$ cat src/design/huffman_code_builder_unit_macros.svh
// Assertion macros for the Huffman code builder.
`ifndef HUFFMAN_CODE_BUILDER_UNIT_MACROS_SVH
`define HUFFMAN_CODE_BUILDER_UNIT_MACROS_SVH
`ifndef NO_ASSERTIONS
`define HCB_ASSERT_IMP(lbl, clk, rst, ante, cons) \
  lbl: assert property (@(posedge clk) disable iff (rst) (ante) |-> (cons)) \
    else $error("assertion failed");
`define HCB_ASSERT_NEXT(lbl, clk, rst, ante, cons) \
  lbl: assert property (@(posedge clk) disable iff (rst) (ante) |=> (cons)) \
    else $error("assertion failed");
`else
`define HCB_ASSERT_IMP(lbl, clk, rst, ante, cons)
`define HCB_ASSERT_NEXT(lbl, clk, rst, ante, cons)
`endif
`endif

$ cat src/design/hcb_pkg.sv
// Shared types and constants of the Huffman code builder.
package hcb_pkg;
  localparam int SYM_N = 256;
  localparam int SYM_W = 8;
  localparam int CNT_W = 32;
  localparam int WGT_W = 40;
  localparam int LEN_W = 7;
  localparam int MAX_LEN = 64;
  localparam int WORD_W = 64;
  localparam int DIST_W = 9;
  localparam int QUEUE_DEPTH = 4;
  localparam int QPTR_W = 2;

  localparam logic KIND_BUILD = 1'b0;
  localparam logic KIND_QUERY = 1'b1;

  typedef enum logic [1:0] {
    OP_ADD = 2'd0,
    OP_BLD = 2'd1,
    OP_QRY = 2'd2,
    OP_CLR = 2'd3
  } op_t;

  typedef struct packed {
    op_t              op;
    logic [SYM_W-1:0] sym;
  } req_t;

  typedef enum logic [1:0] {
    SORT_NOP,
    SORT_CLR,
    SORT_INS,
    SORT_POP2
  } sort_op_t;

  typedef struct packed {
    sort_op_t         op;
    logic [SYM_W-1:0] id;
    logic [WGT_W-1:0] w;
  } sort_cmd_t;

  typedef enum logic [3:0] {
    ST_IDLE,
    ST_ADD_WR,
    ST_QRY_RSP,
    ST_LOAD,
    ST_CHECK,
    ST_POP,
    ST_SWEEP,
    ST_INS,
    ST_FINISH
  } state_t;
endpackage

$ cat src/design/hcb_front.sv
// Request queue that accepts and classifies incoming beats.
module hcb_front (
  input  logic                      clk,
  input  logic                      rst,
  input  logic                      push,
  output logic                      full,
  input  logic [1:0]                req_type,
  input  logic [hcb_pkg::SYM_W-1:0] byte_value,
  output hcb_pkg::req_t             head,
  output logic                      head_valid,
  input  logic                      take
);
  import hcb_pkg::*;

  req_t              q [QUEUE_DEPTH];
  logic [QPTR_W-1:0] wr_ptr;
  logic [QPTR_W-1:0] rd_ptr;
  logic [QPTR_W:0]   count;
  logic              acc;
  logic              deq;

  assign full       = count == (QPTR_W+1)'(QUEUE_DEPTH);
  assign head_valid = count != '0;
  assign acc        = push && !full;
  assign deq        = take && head_valid;
  assign head       = q[rd_ptr];

  always_ff @(posedge clk) begin
    if (acc) begin
      q[wr_ptr] <= '{op: op_t'(req_type), sym: byte_value};
    end
  end

  always_ff @(posedge clk) begin
    if (rst) begin
      wr_ptr <= '0;
      rd_ptr <= '0;
      count  <= '0;
    end else begin
      if (acc) begin
        wr_ptr <= wr_ptr + 1'b1;
      end
      if (deq) begin
        rd_ptr <= rd_ptr + 1'b1;
      end
      count <= count + (QPTR_W+1)'(acc) - (QPTR_W+1)'(deq);
    end
  end
endmodule

$ cat config.mk
export PLATFORM = sky130hd
export DESIGN_NAME = hcb_front
export DESIGN_NICKNAME = d
export VERILOG_FILES = /design/src/design/huffman_code_builder_unit_macros.svh /design/src/design/hcb_pkg.sv /design/src/design/hcb_front.sv
export SDC_FILE = /design/constraint.sdc
export NUM_CORES = 1
export LEC_CHECK = 0
export ABC_AREA = 1
export BUFFER_PORTS_ARGS = -buffer_cell sky130_fd_sc_hd__buf_2
export CAP_MARGIN = 20
export CORE_MARGIN = 3
export CORE_UTILIZATION = 60
export CTS_BUF_LIST = sky130_fd_sc_hd__clkbuf_16
export DETAILED_ROUTE_END_ITERATION = 16
export GPL_ROUTABILITY_DRIVEN = 0
export GPL_TIMING_DRIVEN = 0
export PLACE_DENSITY = 0.79
export SKIP_LAST_GASP = 1
export SYNTH_ARGS = -nofsm -noshare
export SYNTH_HDL_FRONTEND = slang
export SYNTH_SLANG_ARGS = --single-unit
export TNS_END_PERCENT = 1
$ cat constraint.sdc
create_clock -name clk -period 5 [get_ports clk]
set_clock_uncertainty 0.05 [all_clocks]
set_input_delay 0.75 -clock clk [delete_from_list [all_inputs] [get_ports clk]]
set_output_delay 0.75 -clock clk [all_outputs]
set_load 0.01 [all_outputs]
* After elaboration in Yosys (flattened, before gate mapping)
Memory sizes are Yosys's and may differ from the RTL's. A register that Yosys moved wholly into a read port is not among the register bits.
Index checks and enable logic that the tools add are counted.
** Cells by class
- $add $sub $neg :: 4
- Equal/unequal tests :: 1
- Muxes and demuxes :: 4
- Reductions and logical operators :: 4
** Operator list (count)
- 2-bit by 1-bit adder with 2-bit output, second input constant :: 2
- 2-bit two-way mux :: 2
- 3-bit by 1-bit adder with 3-bit output :: 1
- 3-bit equality test, second input constant :: 1
- 3-bit nonzero test :: 1
- 3-bit by 1-bit subtractor with 3-bit output :: 1
- 1-bit logical AND :: 2
- 1-bit two-way mux :: 2
- 1-bit logical NOT :: 1
** Storage, ports and cells
- Input bits :: 14
- Memory bits (writable) :: 40
- Flip-flop bits (word level) :: 7
- Memories kept :: 1
- Output and inout port bits :: 12
** Memory list
- q :: words 4, width 10, rd ports 1, clocked after memory_dff 1, write ports 1, line hcb_front.sv:15 : req_t q [QUEUE_DEPTH];

* Logic depth before layout (Yosys ltp)
- Depth in word-level cells :: 5
- Gate-level depth with buffers :: 10

* Worst setup path after synthesis
No wires, ideal clock.
- Kind :: input port to flip-flop
- Start point :: input take
- End point :: register count[2]
- Library setup time :: 0.117 ns
- Stages :: 8
- Data arrival time :: 1.913 ns
- Data required time :: 4.833 ns
- Path buffers :: 0
- Setup slack :: 2.920 ns
- Cell sequence :: a21boi_0 > ha_1 > inv_1 > ha_1 > inv_1 > fa_1 > o21ai_0 > nor2_1
** On the way
- Longest elaborated chain between the ends :: 2
** RTL lines
- start, declared :: line hcb_front.sv:11 : input logic take
- 1-bit logical AND :: line hcb_front.sv:25 : assign deq = take && head_valid;
- 3-bit by 1-bit subtractor with 3-bit output :: line hcb_front.sv:46 : count <= count + (QPTR_W+1)'(acc) - (QPTR_W+1)'(deq);
- end signal, assigned :: line hcb_front.sv:46
- end, declared :: line hcb_front.sv:18 : logic [QPTR_W:0] count;
Every way passes these cells.
A chain may end at the register's enable or synchronous reset.

==> run metrics <==
outcome finished clean; wire per inst 15.7 microns; Worst Setup EP head[4]; worst-skew pair later-pin latency 0.28 ns; Final Cell Area 2280 sq um; distinct cell type count after synthesis 16; clock buffers created by TritonCTS 5; Final HPWL DP 2430 microns; post-synthesis sequential area ratio 0.703; Max IR drop VDD 0.000284 V; placed cell count 232; Register-to-Register Path Depth 10; switch share 0.315; critical path peak fanout 10; P per Cell Area 510 nW/um^2; most frequent cells in the layout 40 x edfxtp_1, 32 x nor2_1, 28 x buf_2, 21 x o21ai_0, 18 x inv_1; worst hold path type flip-flop to flip-flop; GRT met2 Usage 0.368; P&R area growth vs syn 16.3%; FF-to-FF setup slack 2.92 ns; cell area after synthesis 1960 sq um; drt pass-1 iters 4; core area 3080 sq um; share of post-route cells with drive strength above 1 0.199; die height 63.2 microns; first-pass GRT wire length 6220 microns; die width 63.2 microns; Synthesized Nets 184; Pint 798 uW; Nets 216; Remaining DRCs 0; Clock Sinks 49; initial antenna violation count 0; I/O pins 26; clock buffer depth 2; CP required 4.20 ns; final hold vios 0; Hold Buf Count CTS 0; post-route minimum period 2.16 ns; final cell count without fillers 240; Final Cycle Share 0.432; #FFs+latches synth 49; Comb pwr share 0.275; Synth Warn # 0; most common cell after layout, fill and taps aside edfxtp_1; share of total power in sequential cells 0.458; clk slew on worst S/H paths 0.06 ns; area leader, netlist edfxtp_1; CP endpoint kind output port; setup tns final 0 ns; TritonCTS clock tree yes; Psw 367 uW; DRT antenna net count 0; Post-DP Area 2140 sq um; synth top area cells edfxtp_1 61%, dfxtp_1 9.2%, nor2_1 6.1%; Tot GR Track Use 0.207; hold slack 0.457 ns; fmax 0.463 GHz; Setup Fix Bufs, Post-CTS 0; PortBufs 25; final wirelength 3770 microns; Slew Viols, Final 0; Via Count 1292; mean number of vias per cell 5.38; GRT busiest layer met2; Setup violations, final 0; row count 20; worst relative slew slack 0.364; Syn Area/Cell 12.1 sq um; unrepaired setup endpoints after global routing false; GR Util met1 0.239; Clk pwr share 0.267; Remaining Overflow, GRT 0; vias in the first global route 1369; worst slew pin tran 0.950 ns; # Max-Cap Violations 0; Synth top area share 0.611; synthesized netlist cell count 163; capture point of the worst reg-to-reg path count[2]; H-tree depth 2; FF-to-FF Start count[1]; P_leak 0.902 nW; critical setup path kind flip-flop to output port; largest net degree at the start of global routing 16; # diodes 0; arrival time at the worst endpoint 1.36 ns; crit start category flip-flop; post_cts resized 0; Initial Util 0.638; die area 4000 sq um; met3 track demand over resource 0.0606; CTS root buffer clkbuf_16; DRT iter0 DRCs 63
==> synthesized netlist by cell type <==
master	count
clkbuf_2	2
a21oi_1	4
nor2_1	32
inv_1	17
a21boi_0	2
fa_1	1
nand2_1	10
nor2_4	1
nand2_2	2
o22ai_1	10
edfxtp_1	40
o21ai_0	21
ha_1	6
buf_2	3
nand3_1	3
dfxtp_1	9
==> per-stage QoR <==
step,setup slack (ns),power [mW],utilization
after global routing,2.72,1.24,0.742
final,2.84,1.17,0.742
after floorplan,2.92,0.746,-
after CTS,2.85,1.17,0.742
after detailed placement,2.69,0.861,0.697
after global placement,2.74,0.841,0.697
==> worst max-delay path, cell delays in order (launching register included) <==
cell and delay (ns):
dfxtp_1 0.34, inv_1 0.06, clkbuf_2 0.18, o21ai_0 0.24, o22ai_1 0.11, buf_2 0.15
==> layer usage <==
metal / vias to the layer above / part of all wire
met5: - / 0
met4: 0 / 0.011
met3: 6 / 0.068
met2: 45 / 0.52
met1: 613 / 0.40
li1: 628 / -
==> sequential cells by signal, indices dropped and copies added, names as in the netlist, named ones only <==
name	flops
count	3
q	40
wr_ptr	2
rd_ptr	2
==> area by class of cell <==
cell class	count	area [sq um]
Clock buffer	5	125
Inverter	17	63.8
Clock inverter	3	15.0
Sequential cell	49	1380
Buffer	5	25.0
Multi-Input combinational cell	92	494
Fill cell	226	793
Timing Repair Buffer	25	125
Tap cell	44	55.1
==> cell families (layout without fill, tap and decap cells) <==
| logic type | count (synthesis) | after routing | share of synthesized area |
|---|---|---|---|
| buf+inv | 22 | 55 | 0.0452 |
| compound gates | 37 | 37 | 0.103 |
| flops | 49 | 49 | 0.703 |
| fa+ha+maj | 7 | 7 | 0.0484 |
| simple gates | 48 | 48 | 0.100 |
==> worst min-delay path by stage <==
| stage | cells after the start | end | slack (ns) | from |
|---|---|---|---|---|
| after floorplan | 2 | flip-flop | 0.40 | rd_ptr[0] |
| after global placement | 2 | rd_ptr[0] | 0.41 | rd_ptr[0] |
| after detailed placement | 2 | flip-flop | 0.43 | rd_ptr[0] |
| after CTS | 2 | flip-flop | 0.46 | rd_ptr[0] |
| after global routing | 2 | rd_ptr[0] | 0.48 | rd_ptr[0] |
| final | 2 | flip-flop | 0.46 | rd_ptr[0] |
==> power groups by stage <==
stage | registers [mW] | logic (mW) | clock network, mW
global placement | 0.537 | 0.304 | 0
floorplan | 0.533 | 0.213 | 0
finish | 0.534 | 0.320 | 0.311
CTS | 0.534 | 0.321 | 0.314
detailed placement | 0.541 | 0.320 | 0
global route | 0.539 | 0.365 | 0.336
No activity file was read; power rests on OpenSTA's default activity.
